<file path="src/hdl/efe_pkg.sv">
// ----------------------------------------------------------------------------
// efe_pkg: shared types and constants for the escaped frame encoder
// Symbol reset values, register indexes, controller state, the command and
// status groups between controller and datapath, and the reserved-byte test.
// ----------------------------------------------------------------------------
package efe_pkg;

   localparam int BYTE_W    = 8;
   localparam int CSR_IDX_W = 2;

   localparam logic [BYTE_W-1:0] START_SYMBOL_RST  = 8'd170;
   localparam logic [BYTE_W-1:0] ESCAPE_SYMBOL_RST = 8'd204;
   localparam logic [BYTE_W-1:0] END_SYMBOL_RST    = 8'd187;

   typedef enum logic [CSR_IDX_W-1:0] {
      CSR_START_SYMBOL  = 2'd0,
      CSR_ESCAPE_SYMBOL = 2'd1,
      CSR_END_SYMBOL    = 2'd2
   } csr_index_type;

   typedef enum logic [5:0] {
      ST_COLLECT    = 6'b000001,
      ST_SCAN       = 6'b000010,
      ST_EMIT_START = 6'b000100,
      ST_EMIT_DATA  = 6'b001000,
      ST_EMIT_SUM   = 6'b010000,
      ST_EMIT_END   = 6'b100000
   } state_type;

   typedef enum logic [2:0] {
      SEL_START  = 3'd0,
      SEL_ESCAPE = 3'd1,
      SEL_DATA   = 3'd2,
      SEL_SUM    = 3'd3,
      SEL_END    = 3'd4
   } push_sel_type;

   typedef struct packed {
      logic         accept;      // take the input word into the store
      logic         frame_clear; // drop frame state: count, overflow, sum
      logic         idx_clear;   // rewind pointer, arm all-reserved flag
      logic         idx_inc;
      logic         scan_step;   // fold current entry into all-reserved flag
      logic         push;        // load output register
      push_sel_type push_sel;
      logic         esc_set;
      logic         esc_clear;
   } cmd_type;

   typedef struct packed {
      logic full;        // store holds MAX_PAYLOAD words
      logic almost_full; // one slot left
      logic ovf;
      logic last_idx;    // pointer at final stored word
      logic cur_res;     // word at pointer is reserved
      logic sum_res;     // checksum is reserved
      logic all_res;     // every word scanned so far is reserved
      logic esc;         // escape already sent for current word
      logic out_free;
   } status_type;

   function automatic logic is_reserved(input logic [BYTE_W-1:0] b,
                                        input logic [BYTE_W-1:0] s0,
                                        input logic [BYTE_W-1:0] s1,
                                        input logic [BYTE_W-1:0] s2);
      return (b == s0) || (b == s1) || (b == s2);
   endfunction

endpackage

</file>
<file path="src/hdl/efe_ctrl.sv">
// ----------------------------------------------------------------------------
// efe_ctrl: frame encoder controller
// Sequences collection, the full-frame length check and byte emission.
// ----------------------------------------------------------------------------
module efe_ctrl
   import efe_pkg::*;
(
   input  logic       clock,
   input  logic       reset,
   input  logic       req_valid,
   input  logic       req_payload_last,
   output logic       req_ready,
   input  status_type st,
   output cmd_type    cmd
);

   state_type state_ff, state_in;

   always_ff @(posedge clock) begin
      if (reset) begin
         state_ff <= ST_COLLECT;
      end else begin
         state_ff <= state_in;
      end
   end

   assign req_ready = (state_ff == ST_COLLECT);

   always_comb begin
      state_in = state_ff;
      cmd      = '0;
      unique case (state_ff)
         ST_COLLECT: begin
            if (req_valid) begin
               cmd.accept = 1'b1;
               if (req_payload_last) begin
                  if (st.ovf || st.full) begin
                     cmd.frame_clear = 1'b1;
                  end else begin
                     cmd.idx_clear = 1'b1;
                     state_in = st.almost_full ? ST_SCAN : ST_EMIT_START;
                  end
               end
            end
         end
         ST_SCAN: begin
            cmd.scan_step = 1'b1;
            if (st.last_idx) begin
               if (st.all_res && st.cur_res && st.sum_res) begin
                  cmd.frame_clear = 1'b1;
                  state_in = ST_COLLECT;
               end else begin
                  cmd.idx_clear = 1'b1;
                  state_in = ST_EMIT_START;
               end
            end else begin
               cmd.idx_inc = 1'b1;
            end
         end
         ST_EMIT_START: begin
            if (st.out_free) begin
               cmd.push      = 1'b1;
               cmd.push_sel  = SEL_START;
               cmd.idx_clear = 1'b1;
               cmd.esc_clear = 1'b1;
               state_in = ST_EMIT_DATA;
            end
         end
         ST_EMIT_DATA: begin
            if (st.out_free) begin
               cmd.push = 1'b1;
               if (st.cur_res && !st.esc) begin
                  cmd.push_sel = SEL_ESCAPE;
                  cmd.esc_set  = 1'b1;
               end else begin
                  cmd.push_sel  = SEL_DATA;
                  cmd.esc_clear = 1'b1;
                  if (st.last_idx) begin
                     state_in = ST_EMIT_SUM;
                  end else begin
                     cmd.idx_inc = 1'b1;
                  end
               end
            end
         end
         ST_EMIT_SUM: begin
            if (st.out_free) begin
               cmd.push = 1'b1;
               if (st.sum_res && !st.esc) begin
                  cmd.push_sel = SEL_ESCAPE;
                  cmd.esc_set  = 1'b1;
               end else begin
                  cmd.push_sel  = SEL_SUM;
                  cmd.esc_clear = 1'b1;
                  state_in = ST_EMIT_END;
               end
            end
         end
         ST_EMIT_END: begin
            if (st.out_free) begin
               cmd.push        = 1'b1;
               cmd.push_sel    = SEL_END;
               cmd.frame_clear = 1'b1;
               state_in = ST_COLLECT;
            end
         end
         default: begin
            state_in = ST_COLLECT;
         end
      endcase
   end

endmodule

</file>
<file path="src/hdl/efe_dp.sv">
// ----------------------------------------------------------------------------
// efe_dp: frame encoder datapath
// Symbol registers, payload store, running checksum, pointer and the output
// word register.
// ----------------------------------------------------------------------------
module efe_dp
   import efe_pkg::*;
#(
   parameter int MAX_PAYLOAD = 8
)
(
   input  logic                 clock,
   input  logic                 reset,
   input  logic [BYTE_W-1:0]    req_payload_byte,
   input  logic                 csr_valid,
   input  logic                 csr_ready,
   input  logic [CSR_IDX_W-1:0] csr_index,
   input  logic [BYTE_W-1:0]    csr_data,
   input  logic                 rsp_ready,
   output logic                 rsp_valid,
   output logic [BYTE_W-1:0]    rsp_line_byte,
   output logic                 rsp_frame_done,
   input  cmd_type              cmd,
   output status_type           st
);

   localparam int CNT_W = $clog2(MAX_PAYLOAD + 1);
   localparam int IDX_W = (MAX_PAYLOAD > 1) ? $clog2(MAX_PAYLOAD) : 1;
   localparam logic [CNT_W-1:0] CNT_MAX    = CNT_W'(MAX_PAYLOAD);
   localparam logic [CNT_W-1:0] CNT_ALMOST = CNT_W'(MAX_PAYLOAD - 1);

   logic [BYTE_W-1:0] start_sym_ff, start_sym_in;
   logic [BYTE_W-1:0] esc_sym_ff, esc_sym_in;
   logic [BYTE_W-1:0] end_sym_ff, end_sym_in;
   logic [BYTE_W-1:0] store_ff [MAX_PAYLOAD];
   logic [CNT_W-1:0]  count_ff, count_in;
   logic              ovf_ff, ovf_in;
   logic [BYTE_W-1:0] sum_ff, sum_in;
   logic [IDX_W-1:0]  idx_ff, idx_in;
   logic              esc_ff, esc_in;
   logic              allres_ff, allres_in;
   logic              out_valid_ff, out_valid_in;
   logic [BYTE_W-1:0] out_byte_ff, out_byte_in;
   logic              out_done_ff, out_done_in;

   logic [BYTE_W-1:0] cur_byte;
   logic              store_we;

   assign cur_byte = store_ff[idx_ff];
   assign store_we = cmd.accept && (count_ff != CNT_MAX);

   always_comb begin
      start_sym_in = start_sym_ff;
      esc_sym_in   = esc_sym_ff;
      end_sym_in   = end_sym_ff;
      if (csr_valid && csr_ready) begin
         unique case (csr_index)
            CSR_START_SYMBOL:  start_sym_in = csr_data;
            CSR_ESCAPE_SYMBOL: esc_sym_in   = csr_data;
            CSR_END_SYMBOL:    end_sym_in   = csr_data;
            default: ;
         endcase
      end
   end

   always_comb begin
      count_in  = count_ff;
      ovf_in    = ovf_ff;
      sum_in    = sum_ff;
      idx_in    = idx_ff;
      esc_in    = esc_ff;
      allres_in = allres_ff;
      if (store_we) begin
         count_in = count_ff + 1'b1;
         sum_in   = sum_ff + req_payload_byte;
      end else if (cmd.accept) begin
         ovf_in = 1'b1;
      end
      if (cmd.frame_clear) begin
         count_in = '0;
         ovf_in   = 1'b0;
         sum_in   = '0;
      end
      if (cmd.scan_step) begin
         allres_in = allres_ff && st.cur_res;
      end
      if (cmd.idx_clear) begin
         idx_in    = '0;
         allres_in = 1'b1;
      end else if (cmd.idx_inc) begin
         idx_in = idx_ff + 1'b1;
      end
      if (cmd.esc_set) begin
         esc_in = 1'b1;
      end else if (cmd.esc_clear) begin
         esc_in = 1'b0;
      end
   end

   always_comb begin
      out_valid_in = out_valid_ff && !rsp_ready;
      out_byte_in  = out_byte_ff;
      out_done_in  = out_done_ff;
      if (cmd.push) begin
         out_valid_in = 1'b1;
         out_done_in  = 1'b0;
         unique case (cmd.push_sel)
            SEL_START:  out_byte_in = start_sym_ff;
            SEL_ESCAPE: out_byte_in = esc_sym_ff;
            SEL_DATA:   out_byte_in = cur_byte;
            SEL_SUM:    out_byte_in = sum_ff;
            SEL_END: begin
               out_byte_in = end_sym_ff;
               out_done_in = 1'b1;
            end
            default:    out_byte_in = out_byte_ff;
         endcase
      end
   end

   always_ff @(posedge clock) begin
      if (reset) begin
         start_sym_ff <= START_SYMBOL_RST;
         esc_sym_ff   <= ESCAPE_SYMBOL_RST;
         end_sym_ff   <= END_SYMBOL_RST;
         count_ff     <= '0;
         ovf_ff       <= 1'b0;
         sum_ff       <= '0;
         idx_ff       <= '0;
         esc_ff       <= 1'b0;
         allres_ff    <= 1'b1;
         out_valid_ff <= 1'b0;
      end else begin
         start_sym_ff <= start_sym_in;
         esc_sym_ff   <= esc_sym_in;
         end_sym_ff   <= end_sym_in;
         count_ff     <= count_in;
         ovf_ff       <= ovf_in;
         sum_ff       <= sum_in;
         idx_ff       <= idx_in;
         esc_ff       <= esc_in;
         allres_ff    <= allres_in;
         out_valid_ff <= out_valid_in;
      end
   end

   always_ff @(posedge clock) begin
      out_byte_ff <= out_byte_in;
      out_done_ff <= out_done_in;
      if (store_we) begin
         store_ff[count_ff[IDX_W-1:0]] <= req_payload_byte;
      end
   end

   assign st.full        = (count_ff == CNT_MAX);
   assign st.almost_full = (count_ff == CNT_ALMOST);
   assign st.ovf         = ovf_ff;
   assign st.last_idx    = (CNT_W'(idx_ff) == (count_ff - 1'b1));
   assign st.cur_res     = is_reserved(cur_byte, start_sym_ff, esc_sym_ff, end_sym_ff);
   assign st.sum_res     = is_reserved(sum_ff, start_sym_ff, esc_sym_ff, end_sym_ff);
   assign st.all_res     = allres_ff;
   assign st.esc         = esc_ff;
   assign st.out_free    = !out_valid_ff || rsp_ready;

   assign rsp_valid      = out_valid_ff;
   assign rsp_line_byte  = out_byte_ff;
   assign rsp_frame_done = out_done_ff;

endmodule

</file>
<file path="src/hdl/escaped_frame_encoder_checksum.sv">
// ----------------------------------------------------------------------------
// escaped_frame_encoder_checksum: byte-stuffing frame encoder with checksum
// Payload words are taken one per cycle into an internal store of
// MAX_PAYLOAD entries. The word marked last starts emission: start symbol,
// each payload byte (escaped when it matches any symbol), the 8-bit sum
// (escaped the same way) and the end symbol, one line word per cycle while
// the output is taken. A frame of exactly MAX_PAYLOAD bytes first runs a
// check pass over the store, since such a frame is dropped when every byte
// and the sum need escaping. Overlong frames are dropped with no output.
// Input is not taken during check and emission. Symbols are written through
// the csr_ port (index 0 start, 1 escape, 2 end); the user must write them
// only while idle, as the block itself does not enforce this.
// ----------------------------------------------------------------------------
module escaped_frame_encoder_checksum
   import efe_pkg::*;
#(
   parameter int MAX_PAYLOAD = 8
)
(
   input  logic                 clock,
   input  logic                 reset,
   input  logic                 req_valid,
   output logic                 req_ready,
   input  logic [BYTE_W-1:0]    req_payload_byte,
   input  logic                 req_payload_last,
   output logic                 rsp_valid,
   input  logic                 rsp_ready,
   output logic [BYTE_W-1:0]    rsp_line_byte,
   output logic                 rsp_frame_done,
   input  logic                 csr_valid,
   output logic                 csr_ready,
   input  logic [CSR_IDX_W-1:0] csr_index,
   input  logic [BYTE_W-1:0]    csr_data
);

   cmd_type    cmd;
   status_type st;

   assign csr_ready = 1'b1;

   efe_ctrl u_ctrl (
      .clock            (clock),
      .reset            (reset),
      .req_valid        (req_valid),
      .req_payload_last (req_payload_last),
      .req_ready        (req_ready),
      .st               (st),
      .cmd              (cmd)
   );

   efe_dp #(
      .MAX_PAYLOAD (MAX_PAYLOAD)
   ) u_dp (
      .clock            (clock),
      .reset            (reset),
      .req_payload_byte (req_payload_byte),
      .csr_valid        (csr_valid),
      .csr_ready        (csr_ready),
      .csr_index        (csr_index),
      .csr_data         (csr_data),
      .rsp_ready        (rsp_ready),
      .rsp_valid        (rsp_valid),
      .rsp_line_byte    (rsp_line_byte),
      .rsp_frame_done   (rsp_frame_done),
      .cmd              (cmd),
      .st               (st)
   );

`ifndef NO_ASSERTIONS
   // never overwrite a word still waiting at the output
   a_push_free: assert property (@(posedge clock) disable iff (reset)
      cmd.push |-> st.out_free)
      else $error("push while output word pending");

   // a reserved payload byte goes out only after its escape
   a_data_escaped: assert property (@(posedge clock) disable iff (reset)
      (cmd.push && cmd.push_sel == SEL_DATA && st.cur_res) |-> st.esc)
      else $error("reserved byte sent unescaped");

   // frame state is cleared on output only with the end symbol
   a_clear_on_end: assert property (@(posedge clock) disable iff (reset)
      (cmd.push && cmd.frame_clear) |-> cmd.push_sel == SEL_END)
      else $error("frame cleared mid-emission");

   // end word leaves the block ready for a new frame
   a_end_ready: assert property (@(posedge clock) disable iff (reset)
      (cmd.push && cmd.push_sel == SEL_END) |=> req_ready)
      else $error("not collecting after end symbol");
`endif

endmodule
</file>
<file path="config.mk">
export PLATFORM = sky130hd
export DESIGN_NAME = escaped_frame_encoder_checksum
export DESIGN_NICKNAME = d
export VERILOG_FILES = /design/src/hdl/efe_pkg.sv /design/src/hdl/efe_ctrl.sv /design/src/hdl/efe_dp.sv /design/src/hdl/escaped_frame_encoder_checksum.sv
export SDC_FILE = /design/constraint.sdc
export NUM_CORES = 1
export LEC_CHECK = 0
export ABC_AREA = 1
export BUFFER_PORTS_ARGS = -buffer_cell sky130_fd_sc_hd__buf_2
export CORE_UTILIZATION = 60
export DETAILED_ROUTE_END_ITERATION = 7
export GPL_TIMING_DRIVEN = 0
export MAX_ROUTING_LAYER = met4
export PLACE_DENSITY_LB_ADDON = 0.05
export SLEW_MARGIN = 20
export SYNTH_ARGS = -nofsm -noshare
export SYNTH_HDL_FRONTEND = slang
export SYNTH_SLANG_ARGS = --single-unit
</file>
<file path="constraint.sdc">
create_clock -name clock -period 2.97 [get_ports clock]
set_clock_uncertainty 0.1 [all_clocks]
set_input_delay 0.297 -clock clock [delete_from_list [all_inputs] [get_ports clock]]
set_output_delay 0.297 -clock clock [all_outputs]
set_load 0.01 [all_outputs]
</file>
==> PnR_summary.wiki, run 1 <==
{| class="wikitable"
! Metric !! Value
|-
| Most common cell in the netlist || sky130_fd_sc_hd__nand2_1
|-
| Compound-cell area share of the yosys netlist || about 7.0%
|-
| Number of top-level pins || 36
|-
| Commonest cells in the synthesized netlist || sky130_fd_sc_hd__nand2_1, sky130_fd_sc_hd__inv_1, sky130_fd_sc_hd__edfxtp_1, sky130_fd_sc_hd__nand3_1, sky130_fd_sc_hd__nor2_1
|-
| Synthesis Warnings || 0
|-
| Total design power || 0.00601 W
|-
| Latest clock arrival within the worst-skew pair || 550 ps
|-
| Sequential share of the synthesized area || 48.5%
|-
| Detail Placement HPWL || 12900 microns
|-
| Floorplan die area || roughly 12000 sq um
|-
| Unrepaired setup endpoints after global routing || true
|-
| Post-detailed-routing wire length || approximately 18000 microns
|-
| Number of distinct library cells after synthesis || 38
|-
| DR iter-0 viols || 467
|-
| Number of buffers added for setup after CTS || 0
|-
| Hold violation total from the final report || 0
|-
| Site Rows || 38
|-
| Aggregate global routing overflow || 0
|-
| Worst VDD drop || 0.534 mV
|-
| Worst slew slack as a fraction of its limit || 27.0%
|-
| Launching element type of the critical path || flip-flop
|-
| Area growth from synthesis to layout || 17.9%
|-
| Routed wire length per instance || 17.1 microns
|-
| Dominant cells by area after synthesis || sky130_fd_sc_hd__edfxtp_1, sky130_fd_sc_hd__nand2_1, sky130_fd_sc_hd__dfxtp_1
|-
| Final worst-path cycle share || 101%
|-
| Top cell type by total area after synthesis || sky130_fd_sc_hd__edfxtp_1
|-
| DRC violations left || 0
|-
| Share of the synthesized netlist area taken by xor and xnor gates || under 10%
|-
| Synthesized instance count || around 840
|-
| Fraction of final layout cells with drive strength greater than 1 || 13.7%
|-
| Via Count || 6058
|-
| Critical Path AT || 3060 ps
|-
| Path class of the lowest-slack min-delay path || in2reg
|-
| Static leakage || 3.55 nW
|-
| Main flop type after synthesis || sky130_fd_sc_hd__edfxtp_1
|-
| Total setup violations reported at the end of the flow || 8
|-
| # Max-Cap Violations || 0
|-
| Hold_ws || around 50 ps
|-
| Number of iterations in the first detailed-routing pass || 5
|-
| Critical path class || reg2reg
|-
| Die outline height || 107 microns
|-
| Clock Path Buffers || 2
|-
| Post-synth top area share || 32.9%
|-
| Combined global-route utilization of all metal layers || 34.3%
|-
| Number of max-slew violations in the final report || 0
|-
| Number of antenna violations at the first check in global routing || 0
|-
| Run status || complete, but fails checks
|-
| Combinational family with the most area after synthesis || simple AND/OR/NAND/NOR gates
|-
| Initial Util || 61.5%
|-
| Area of the core || 10800 sq um
|-
| Syn nets || 878
|-
| Count of clock tree sinks || 125
|-
| Die extent in x || 107 microns
|-
| Antenna Diode Count || 0
|-
| Design area || 7860 sq um
|-
| Netlist Area Pre-Place || approximately 6700 sq um
|-
| Yosys reg bits || 125
|-
| Post-DP Area || 7030 sq um
|-
| Cts bufs inserted || 17
|-
| Violations in the final reports || negative setup slack
|-
| Total power density per cell area || 765 nW/um^2
|-
| Min cycle time layout || 2990 ps
|-
| Post-synthesis simple-gate area fraction || about 31%
|-
| Final net count || 949
|-
| Portion of netlist area occupied by mux cells || 0%
|-
| Syn_area_per_cell || 7.90 sq um
|-
| Number of global-route vias before repair || approximately 5700
|-
| DR vias/cell || 5.68
|-
| Endpoint type of the worst setup path || flip-flop
|-
| Worst setup slack after layout || -17.9 ps
|-
| CTS tree || yes
|-
| Gp weighted congestion || 0.950
|-
| Number of synthesized flops with an enable pin || between 70 and 80
|-
| Tightest Pin Transition || roughly 1100 ps
|-
| Synth Area in Adders || about 2.2%
|-
| Critical-path maximum fanout || 8
|-
| Fraction of synthesis flops using an asynchronous set or reset pin || 0%
|-
| # port buffers || 34
|-
| Fmax || 0.335 GHz
|-
| Number of routed nets with antenna violations || 0
|-
| Post-CTS clock slew at the launch and capture registers of the worst setup and hold paths || 60 ps
|-
| Required time reported for the critical path endpoint || 3040 ps
|-
| Number of levels in the clock H-tree || 4
|-
| Wire length of the first global-routing pass || roughly 28000 microns
|-
| CTS root buf || sky130_fd_sc_hd__clkbuf_8
|-
| Pin count of the biggest net entering global routing || 17
|}
per-layer routing:
| layer | vias up | track usage, % | part of all wire (%) |
|---|---|---|---|
| met5 | - | - | 0 |
| met4 | 0 | 15.5 | 3.6 |
| met3 | 62 | 7.75 | 7.7 |
| met2 | 253 | 55.1 | 47 |
| met1 | 2841 | 41.5 | 42 |
| li1 | 2902 | - | - |
power by group:
part	switching [W]	internal [W]	leakage, nW
Combinational	0.00112	0.000572	2.18
Sequential	0.000154	0.00204	1.08
Clock	0.000827	0.00129	0.286
Total	0.00210	0.00391	3.55
cells in the final DEF (no fill, tap or decap), drive strengths merged:
cell type	netlist	final
nand2	289	289
inv	120	124
nand3	79	79
edfxtp	73	73
nor2	59	59
dfxtp	52	52
buf	13	45
a21oi	26	26
o21ai	26	26
clkbuf	6	25
dlygate4sd3	0	18
nand4	17	17
nor3	16	16
o211ai	15	15
xor2	11	11
ha	10	10
o22ai	8	8
xnor2	5	5
nor4	5	5
clkinv	0	5
or2	3	3
bufinv	0	3
clkinvlp	0	3
nand3b	2	2
o31ai	2	2
a31oi	2	2
o21bai	1	1
a21o	1	1
fa	1	1
conb	1	1
cells by family after synthesis:
family / count (synthesis)
fa+ha+maj: 11
simple gates: 470
flops: 125
compound gates: 81
other cells: 1
xor+xnor: 16
buf+inv: 139
critical path: stages (launching register included):
cell and delay [ps]:
sky130_fd_sc_hd__dfxtp_1 430, sky130_fd_sc_hd__inv_1 190, sky130_fd_sc_hd__ha_1 260, sky130_fd_sc_hd__nand3_1 110
sky130_fd_sc_hd__nand2_1 210, sky130_fd_sc_hd__inv_1 310, sky130_fd_sc_hd__nand2_1 220, sky130_fd_sc_hd__nor2_1 770
final cells by class:
class,count,area (sq um)
Multi-Input combinational cell,579,2910
Sequential cell,125,3230
Fill cell,876,2980
Clock buffer,17,414
Inverter,120,453
Buffer,19,139
Timing Repair Buffer,52,350
Tap cell,140,175
Clock inverter,15,188
repair_timing:
action                                  CTS  global route
hold endpoints to repair                 93             0
endpoints found under the setup margin   17            73
hold buffers                             18             0
gates resized for setup                   3             8
stage by stage:
step	utilization, %	std cells	setup TNS, ps	setup WS (ps)
after global routing	72.5	1067	-7820	-219
after floorplan	-	843	0	546
after global placement	64.7	1017	-5810	-227
final	72.5	1067	-111	-17.9
after detailed placement	64.9	1017	-1090	-103
after CTS	72.2	1067	0	62.5
state kept, by name (all words and copies together), names as in the netlist, 4 cells and up, named ones only:
register and flops:
u_dp.sum_ff 8, u_dp.esc_sym_ff 8, u_dp.rsp_line_byte 8, u_dp.start_sym_ff 8, u_dp.end_sym_ff 8, u_ctrl.state_ff 6, u_dp.count_ff 4, u_dp.store_ff 64
final timing paths:
check,startpoint,to,slack (ps),depth (start not counted)
setup reg to reg,u_dp.count_ff[1]$_SDFFE_PP0P_,u_dp.store_ff[1][7]$_DFFE_PP_,-20,7
hold / removal,csr_valid,u_dp.end_sym_ff[6]$_SDFFE_PP0P_,50,3
hold reg to reg,u_dp.esc_ff$_SDFFE_PP0P_,u_dp.esc_ff$_SDFFE_PP0P_,410,2
setup / recovery,u_dp.count_ff[1]$_SDFFE_PP0P_,u_dp.store_ff[1][7]$_DFFE_PP_,-20,7
Note: power is estimated with default switching activity, not from simulation.
==> inputs of run 2 (changes only) <==
HOLD_SLACK_MARGIN = 0.02   (was unset)
PLACE_DENSITY = 0.78   (was unset)
PLACE_DENSITY_LB_ADDON = unset   (was 0.05)
==> PnR_summary.wiki, run 2 (same netlist as run 1, synthesis figures left out) <==
{| class="wikitable"
! Metric !! Value
|-
| Most common cell after layout, fill and taps aside || sky130_fd_sc_hd__nand2_1
|-
| Combined global-route utilization of all metal layers || 34.5% (+0.12 points)
|-
| Worst VDD drop || 0.578 mV (+8.3%)
|-
| Critical-path maximum fanout || 8 (unchanged)
|-
| Static leakage || 3.54 nW (-0.33%)
|-
| Proportion of power drawn by combinational gates || 28.9% (+0.7 points)
|-
| Number of iterations in the first detailed-routing pass || 5 (unchanged)
|-
| Register area || 3230 sq um (unchanged)
|-
| Count of clock tree sinks || 125 (unchanged)
|-
| Fraction of final layout cells with drive strength greater than 1 || 13.9% (+0.20 points)
|-
| Cts bufs inserted || 17 (unchanged)
|-
| Via Count || 6049 (-0.15%)
|-
| Aggregate global routing overflow || 0 (unchanged)
|-
| Number of buffers and inverters on the critical path || 2 (unchanged)
|-
| Launching element type of the critical path || flip-flop
|-
| Endpoint type of the worst setup path || flip-flop
|-
| Wire length of the first global-routing pass || 28500 microns (+0.93%)
|-
| DRC violations left || 0 (unchanged)
|-
| Initial Util || 61.5% (unchanged)
|-
| Antenna Diode Count || 0 (unchanged)
|-
| Site Rows || 38 (unchanged)
|-
| Number of flip-flops in the largest register || 64 (unchanged)
|-
| Part of the total power dissipated in sequential elements || 37.4% (+0.8 points)
|-
| Hold violation total from the final report || 0 (unchanged)
|-
| Detail Placement HPWL || 12700 microns (-1.2%)
|-
| Clock Path Buffers || 2 (unchanged)
|-
| Setup TNS || 0 ps (+111 ps)
|-
| Number of max-slew violations in the final report || 0 (unchanged)
|-
| Required time reported for the critical path endpoint || 3030 ps (about the same)
|-
| Max stage delay on crit path || 740 ps (-30 ps)
|-
| Fmax || 0.341 GHz (+1.8%)
|-
| Tightest Pin Transition || 929 ps (-158 ps)
|-
| Routed wire length per instance || 17.1 microns (+0.25%)
|-
| Total setup violations reported at the end of the flow || 0 (-8)
|-
| Total design power || 0.00586 W (-2.4%)
|-
| Share of total power in the clock network || 33.7% (-1.5 points)
|-
| Number of levels in the clock H-tree || 4 (unchanged)
|-
| Post-CTS clock slew at the launch and capture registers of the worst setup and hold paths || 60 ps (about the same)
|-
| Post-detailed-routing wire length || 18300 microns (+0.34%)
|-
| DR vias/cell || 5.66 (-0.24%)
|-
| Unrepaired setup endpoints after global routing || true
|-
| Multi-input gate area in the final layout || 2920 sq um (+0.60%)
|-
| Switching Fraction || 35.2% (+0.15 points)
|-
| Die outline height || 107 microns (unchanged)
|-
| Total power density per cell area || 748 nW/um^2 (-2.3%)
|-
| Critical path class || reg2reg
|-
| Area growth from synthesis to layout || 17.7%
|-
| Pin count of the biggest net entering global routing || 17 (unchanged)
|-
| Worst slew slack as a fraction of its limit || 37.9% (+11 points)
|-
| Number of routed nets with antenna violations || 0 (unchanged)
|-
| CTS root buf || sky130_fd_sc_hd__clkbuf_8
|-
| Number of global-route vias before repair || 5776 (+0.70%)
|-
| Master of the slowest instance on the critical path || sky130_fd_sc_hd__nor2_1
|-
| Run status || finished clean
|-
| Critical Path AT || 2990 ps (-70 ps)
|-
| Family with the most delay on the worst path || simple AND/OR/NAND/NOR gates
|-
| Commonest non-fill, non-tap cells in the layout || sky130_fd_sc_hd__nand2_1, sky130_fd_sc_hd__inv_1, sky130_fd_sc_hd__edfxtp_1, sky130_fd_sc_hd__nand3_1, sky130_fd_sc_hd__nor2_1
|-
| Min cycle time layout || 2940 ps (-51.5 ps)
|-
| # Max-Cap Violations || 0 (unchanged)
|-
| Die extent in x || 107 microns (unchanged)
|-
| Floorplan die area || 11500 sq um (unchanged)
|-
| Ordered cell list for the critical path || inv_1 -> ha_1 -> nand3_1 -> nand2_1 -> inv_1 -> nand2_1 -> nor2_1
|-
| DR iter-0 viols || 670 (+43%)
|-
| Area of the core || 10800 sq um (unchanged)
|-
| Number of antenna violations at the first check in global routing || 0 (unchanged)
|-
| Number of top-level pins || 36 (unchanged)
|-
| # port buffers || 34 (unchanged)
|-
| CTS tree || yes
|-
| Switching pwr || 0.00206 W (-2.0%)
|-
| Design internal power || 0.00380 W (-2.7%)
|-
| Final net count || 950 (+0.11%)
|-
| Filler Cells Inserted || 845 (-3.5%)
|-
| Latest clock arrival within the worst-skew pair || 540 ps (about the same)
|-
| Gp weighted congestion || 0.982 (+3.4%)
|-
| Final worst-path cycle share || 98.9% (-1.7 points)
|-
| Path class of the lowest-slack min-delay path || in2reg
|}
run 2: path summary, 6_finish.rpt:
check                                      from                                 to  slack [ps]  cells after the start
setup / recovery  u_dp.count_ff[1]$_SDFFE_PP0P_      u_dp.store_ff[1][1]$_DFFE_PP_          30                      7
hold / removal                     csr_index[0]  u_dp.start_sym_ff[3]$_SDFFE_PP1P_          40                      4
setup reg to reg  u_dp.count_ff[1]$_SDFFE_PP0P_      u_dp.store_ff[1][1]$_DFFE_PP_          30                      7
hold reg to reg     u_dp.allres_ff$_SDFFE_PP1P_        u_dp.allres_ff$_SDFFE_PP1P_         410                      2
run 2: routing by layer:
layer | vias up | share of wire [%] | GRT usage, % | wire (microns)
met4 | 0 | 3.5 | 17.9 | 648
li1 | 2894 | - | - | -
met2 | 275 | 48 | 54.1 | 8760
met5 | - | 0 | - | 0
met3 | 45 | 8.2 | 7.45 | 1500
met1 | 2835 | 40 | 41.9 | 7370
run 2: stage by stage:
stage	setup slack, ps	util (%)	area [sq um]	cells	hold slack, ps
2_1_floorplan	546	-	6660	843	266
3_3_place_gp	-313	64.7	7010	1017	373
3_5_place_dp	-137	65.0	7050	1018	383
4_1_cts	43.5	71.9	7790	1068	54.6
5_1_grt	-202	72.4	7840	1068	57.3
6_report	33.6	72.4	7840	1068	38.1
run 2: layout make-up:
type	instances	area share [%]
Buffer	19	1.77
Clock buffer	17	5.28
Clock inverter	15	1.90
Inverter	120	5.77
Multi-Input combinational cell	579	37.3
Sequential cell	125	41.2
Tap cell	140	2.23
Timing Repair Buffer	53	4.56
run 2: power by group through the flow:
stage	logic [W]	registers, W	clock network, W
3_5_place_dp	0.00161	0.00223	0
4_1_cts	0.00165	0.00219	0.00197
3_3_place_gp	0.00155	0.00222	0
6_report	0.00169	0.00220	0.00198
5_1_grt	0.00189	0.00221	0.00205
2_1_floorplan	0.00118	0.00219	0
run 2: what timing repair did:
| action | 4_1_cts | 5_1_grt |
|---|---|---|
| buffers inserted | 0 | 0 |
| hold endpoints to repair | 95 | 0 |
| endpoints found under the setup margin | 8 | 64 |
| resized for setup | 1 | 13 |
| pin swaps | 0 | 1 |
| hold buffers | 18 | 0 |
run 2: tightest hold or removal path: stages:
cell                      delay (ps)
sky130_fd_sc_hd__buf_2            90
sky130_fd_sc_hd__nor3_2          100
sky130_fd_sc_hd__nand2_1          70
sky130_fd_sc_hd__nand3_1          70
==> inputs of run 3 (changes only) <==
BUFFER_PORTS_ARGS = unset   (was -buffer_cell sky130_fd_sc_hd__buf_2)
DONT_BUFFER_PORTS = 1   (was unset)
PLACE_DENSITY = 0.76   (was 0.78)
==> PnR_summary.wiki, run 3 (same netlist as run 1, synthesis figures left out) <==
{| class="wikitable"
! Metric !! Value
|-
| Die outline height || 107 microns (unchanged)
|-
| Worst slew slack as a fraction of its limit || 46.6% (+8.7 points)
|-
| Launching element type of the critical path || flip-flop
|-
| Number of flip-flops in the largest register || 64 (unchanged)
|-
| Total design power || 0.00572 W (-2.5%)
|-
| Post-CTS clock slew at the launch and capture registers of the worst setup and hold paths || 60 ps (about the same)
|-
| Final worst-path cycle share || 101% (+1.7 points)
|-
| Aggregate global routing overflow || 0 (unchanged)
|-
| Site Rows || 38 (unchanged)
|-
| Die extent in x || 107 microns (unchanged)
|-
| CTS tree || yes
|-
| Gp weighted congestion || 1.00 (+2.0%)
|-
| Critical Path AT || 3050 ps (+60 ps)
|-
| Tightest Pin Transition || 794 ps (-135 ps)
|-
| DRC violations left || 0 (unchanged)
|-
| Total power density per cell area || 730 nW/um^2 (-2.3%)
|-
| Number of iterations in the first detailed-routing pass || 8 (+3)
|-
| Commonest non-fill, non-tap cells in the layout || sky130_fd_sc_hd__nand2_1, sky130_fd_sc_hd__inv_1, sky130_fd_sc_hd__edfxtp_1, sky130_fd_sc_hd__nand3_1, sky130_fd_sc_hd__nor2_1
|-
| Static leakage || 3.47 nW (-2.0%)
|-
| Initial Util || 61.5% (unchanged)
|-
| Worst setup path start || u_dp.count_ff[1]$_SDFFE_PP0P_
|-
| Detail Placement HPWL || 12600 microns (-0.68%)
|-
| Filler Cells Inserted || 874 (+3.4%)
|-
| Beginning of the worst register-to-register path || u_dp.count_ff[1]$_SDFFE_PP0P_
|-
| Post-layout instance count excluding filler cells || 1050 (-1.7%)
|-
| Number of top-level pins || 36 (unchanged)
|-
| Number of routed nets with antenna violations || 0 (unchanged)
|-
| Post-detailed-routing wire length || 18300 microns (+0.29%)
|-
| Combined global-route utilization of all metal layers || 34.2% (-0.22 points)
|-
| Latest clock arrival within the worst-skew pair || 540 ps (about the same)
|-
| Total setup violations reported at the end of the flow || 8 (+8)
|-
| Fraction of final layout cells with drive strength greater than 1 || 10.8% (-3.1 points)
|-
| Fmax || 0.335 GHz (-1.7%)
|-
| Worst setup slack after layout || -17.1 ps (-50.7 ps)
|-
| Critical-path maximum fanout || 8 (unchanged)
|-
| Clock Path Buffers || 2 (unchanged)
|-
| Most common cell after layout, fill and taps aside || sky130_fd_sc_hd__nand2_1
|-
| Count of clock tree sinks || 125 (unchanged)
|-
| Hold_sp || rsp_ready
|-
| DP Cell Count || 984 (-3.3%)
|-
| Pin count of the biggest net entering global routing || 17 (unchanged)
|-
| Unrepaired setup endpoints after global routing || true
|-
| Number of levels in the clock H-tree || 4 (unchanged)
|-
| Via Count || 5924 (-2.1%)
|-
| CTS root buf || sky130_fd_sc_hd__clkbuf_8
|-
| Endpoint type of the worst setup path || flip-flop
|-
| Min cycle time layout || 2990 ps (+50.7 ps)
|-
| Hold violation total from the final report || 0 (unchanged)
|-
| Violations in the final reports || negative setup slack
|-
| Worst VDD drop || 0.524 mV (-9.4%)
|-
| Number of antenna violations at the first check in global routing || 0 (unchanged)
|-
| Number of global-route vias before repair || 5558 (-3.8%)
|-
| Required time reported for the critical path endpoint || 3030 ps (about the same)
|-
| Setup TNS || -112 ps (-112 ps)
|-
| Routed wire length per instance || 17.5 microns (+2.0%)
|-
| Path class of the lowest-slack min-delay path || in2reg
|-
| Critical path class || reg2reg
|-
| Floorplan die area || 11500 sq um (unchanged)
|-
| Cts bufs inserted || 17 (unchanged)
|-
| Final net count || 932 (-1.9%)
|-
| Antenna Diode Count || 0 (unchanged)
|-
| DR vias/cell || 5.64 (-0.39%)
|-
| DR iter-0 viols || 643 (-4.0%)
|-
| Area growth from synthesis to layout || 17.5%
|-
| Wire length of the first global-routing pass || 28200 microns (-1.1%)
|-
| Area of the core || 10800 sq um (unchanged)
|-
| # Max-Cap Violations || 0 (unchanged)
|-
| Run status || complete, but fails checks
|-
| # port buffers || 0 (-100%)
|-
| Number of max-slew violations in the final report || 0 (unchanged)
|}
## run 3: cell count changes in the layout (fill, tap and decap cells not counted), sizes merged
cell	change
buf	-30
clkbuf	+1
inv	-1
clkinvlp	+1
dlygate4sd3	+12
bufinv	-1
## run 3: layout make-up
cell class              instances  area, sq um  area share (%)
plain buffers                  19          136            1.74
clock buffers                  18          418            5.34
clock inverters                14          104            1.33
inverters                     120          453            5.79
multi-input cells             579         2950            37.6
flip-flops and latches        125         3230            41.3
well taps                     140          175            2.24
repair buffers                 35          363            4.64
## run 3: stage by stage
stage / instance area, sq um / util (%) / setup slack [ps] / hold slack, ps
after floorplan: 6660 / - / 546 / 266
after global placement: 6840 / 63.1 / -387 / 268
after detailed placement: 6880 / 63.4 / -150 / 272
after CTS: 7680 / 70.9 / 12.4 / 24.6
after global routing: 7830 / 72.2 / -148 / 54.9
final: 7830 / 72.2 / -17.1 / 36.0
## run 3: path summary, 6_finish.rpt
check                                  end  slack, ps  cells past startpoint
min reg2reg       u_dp.esc_ff$_SDFFE_PP0P_        400                      2
max          u_dp.store_ff[5][7]$_DFFE_PP_        -20                      7
max reg2reg  u_dp.store_ff[5][7]$_DFFE_PP_        -20                      7
min              u_dp.rsp_valid$_SDFF_PP0_         40                      3
## run 3: critical path: stages, from the launching register on
cell and delay [ps]:
sky130_fd_sc_hd__dfxtp_1 460, sky130_fd_sc_hd__inv_1 250, sky130_fd_sc_hd__ha_1 280, sky130_fd_sc_hd__nand3_1 110, sky130_fd_sc_hd__nand2_1 240, sky130_fd_sc_hd__inv_1 300, sky130_fd_sc_hd__nand2_1 260, sky130_fd_sc_hd__nor3_2 600
## run 3: metal layers
| metal | wire (microns) | GRT usage [%] | up-vias |
|---|---|---|---|
| li1 | - | - | 2862 |
| met1 | 7620 | 43.3 | 2755 |
| met2 | 8830 | 54.0 | 255 |
| met3 | 1330 | 7.81 | 52 |
| met4 | 556 | 12.5 | 0 |
| met5 | 0 | - | - |
## run 3: timing repair
item / CTS / global route
hold endpoints to repair: 105 / 4
setup buffers: 0 / 4
hold buffers: 28 / 2
pin swaps: 0 / 2
endpoints found under the setup margin: 8 / 73
gates cloned: 0 / 0
gates resized for setup: 1 / 16
## run 3: power by group
group | switching (W) | internal [W] | total [W]
clock | 0.000760 | 0.00109 | 0.00185
combinational | 0.00109 | 0.000560 | 0.00165
sequential | 0.000169 | 0.00205 | 0.00221
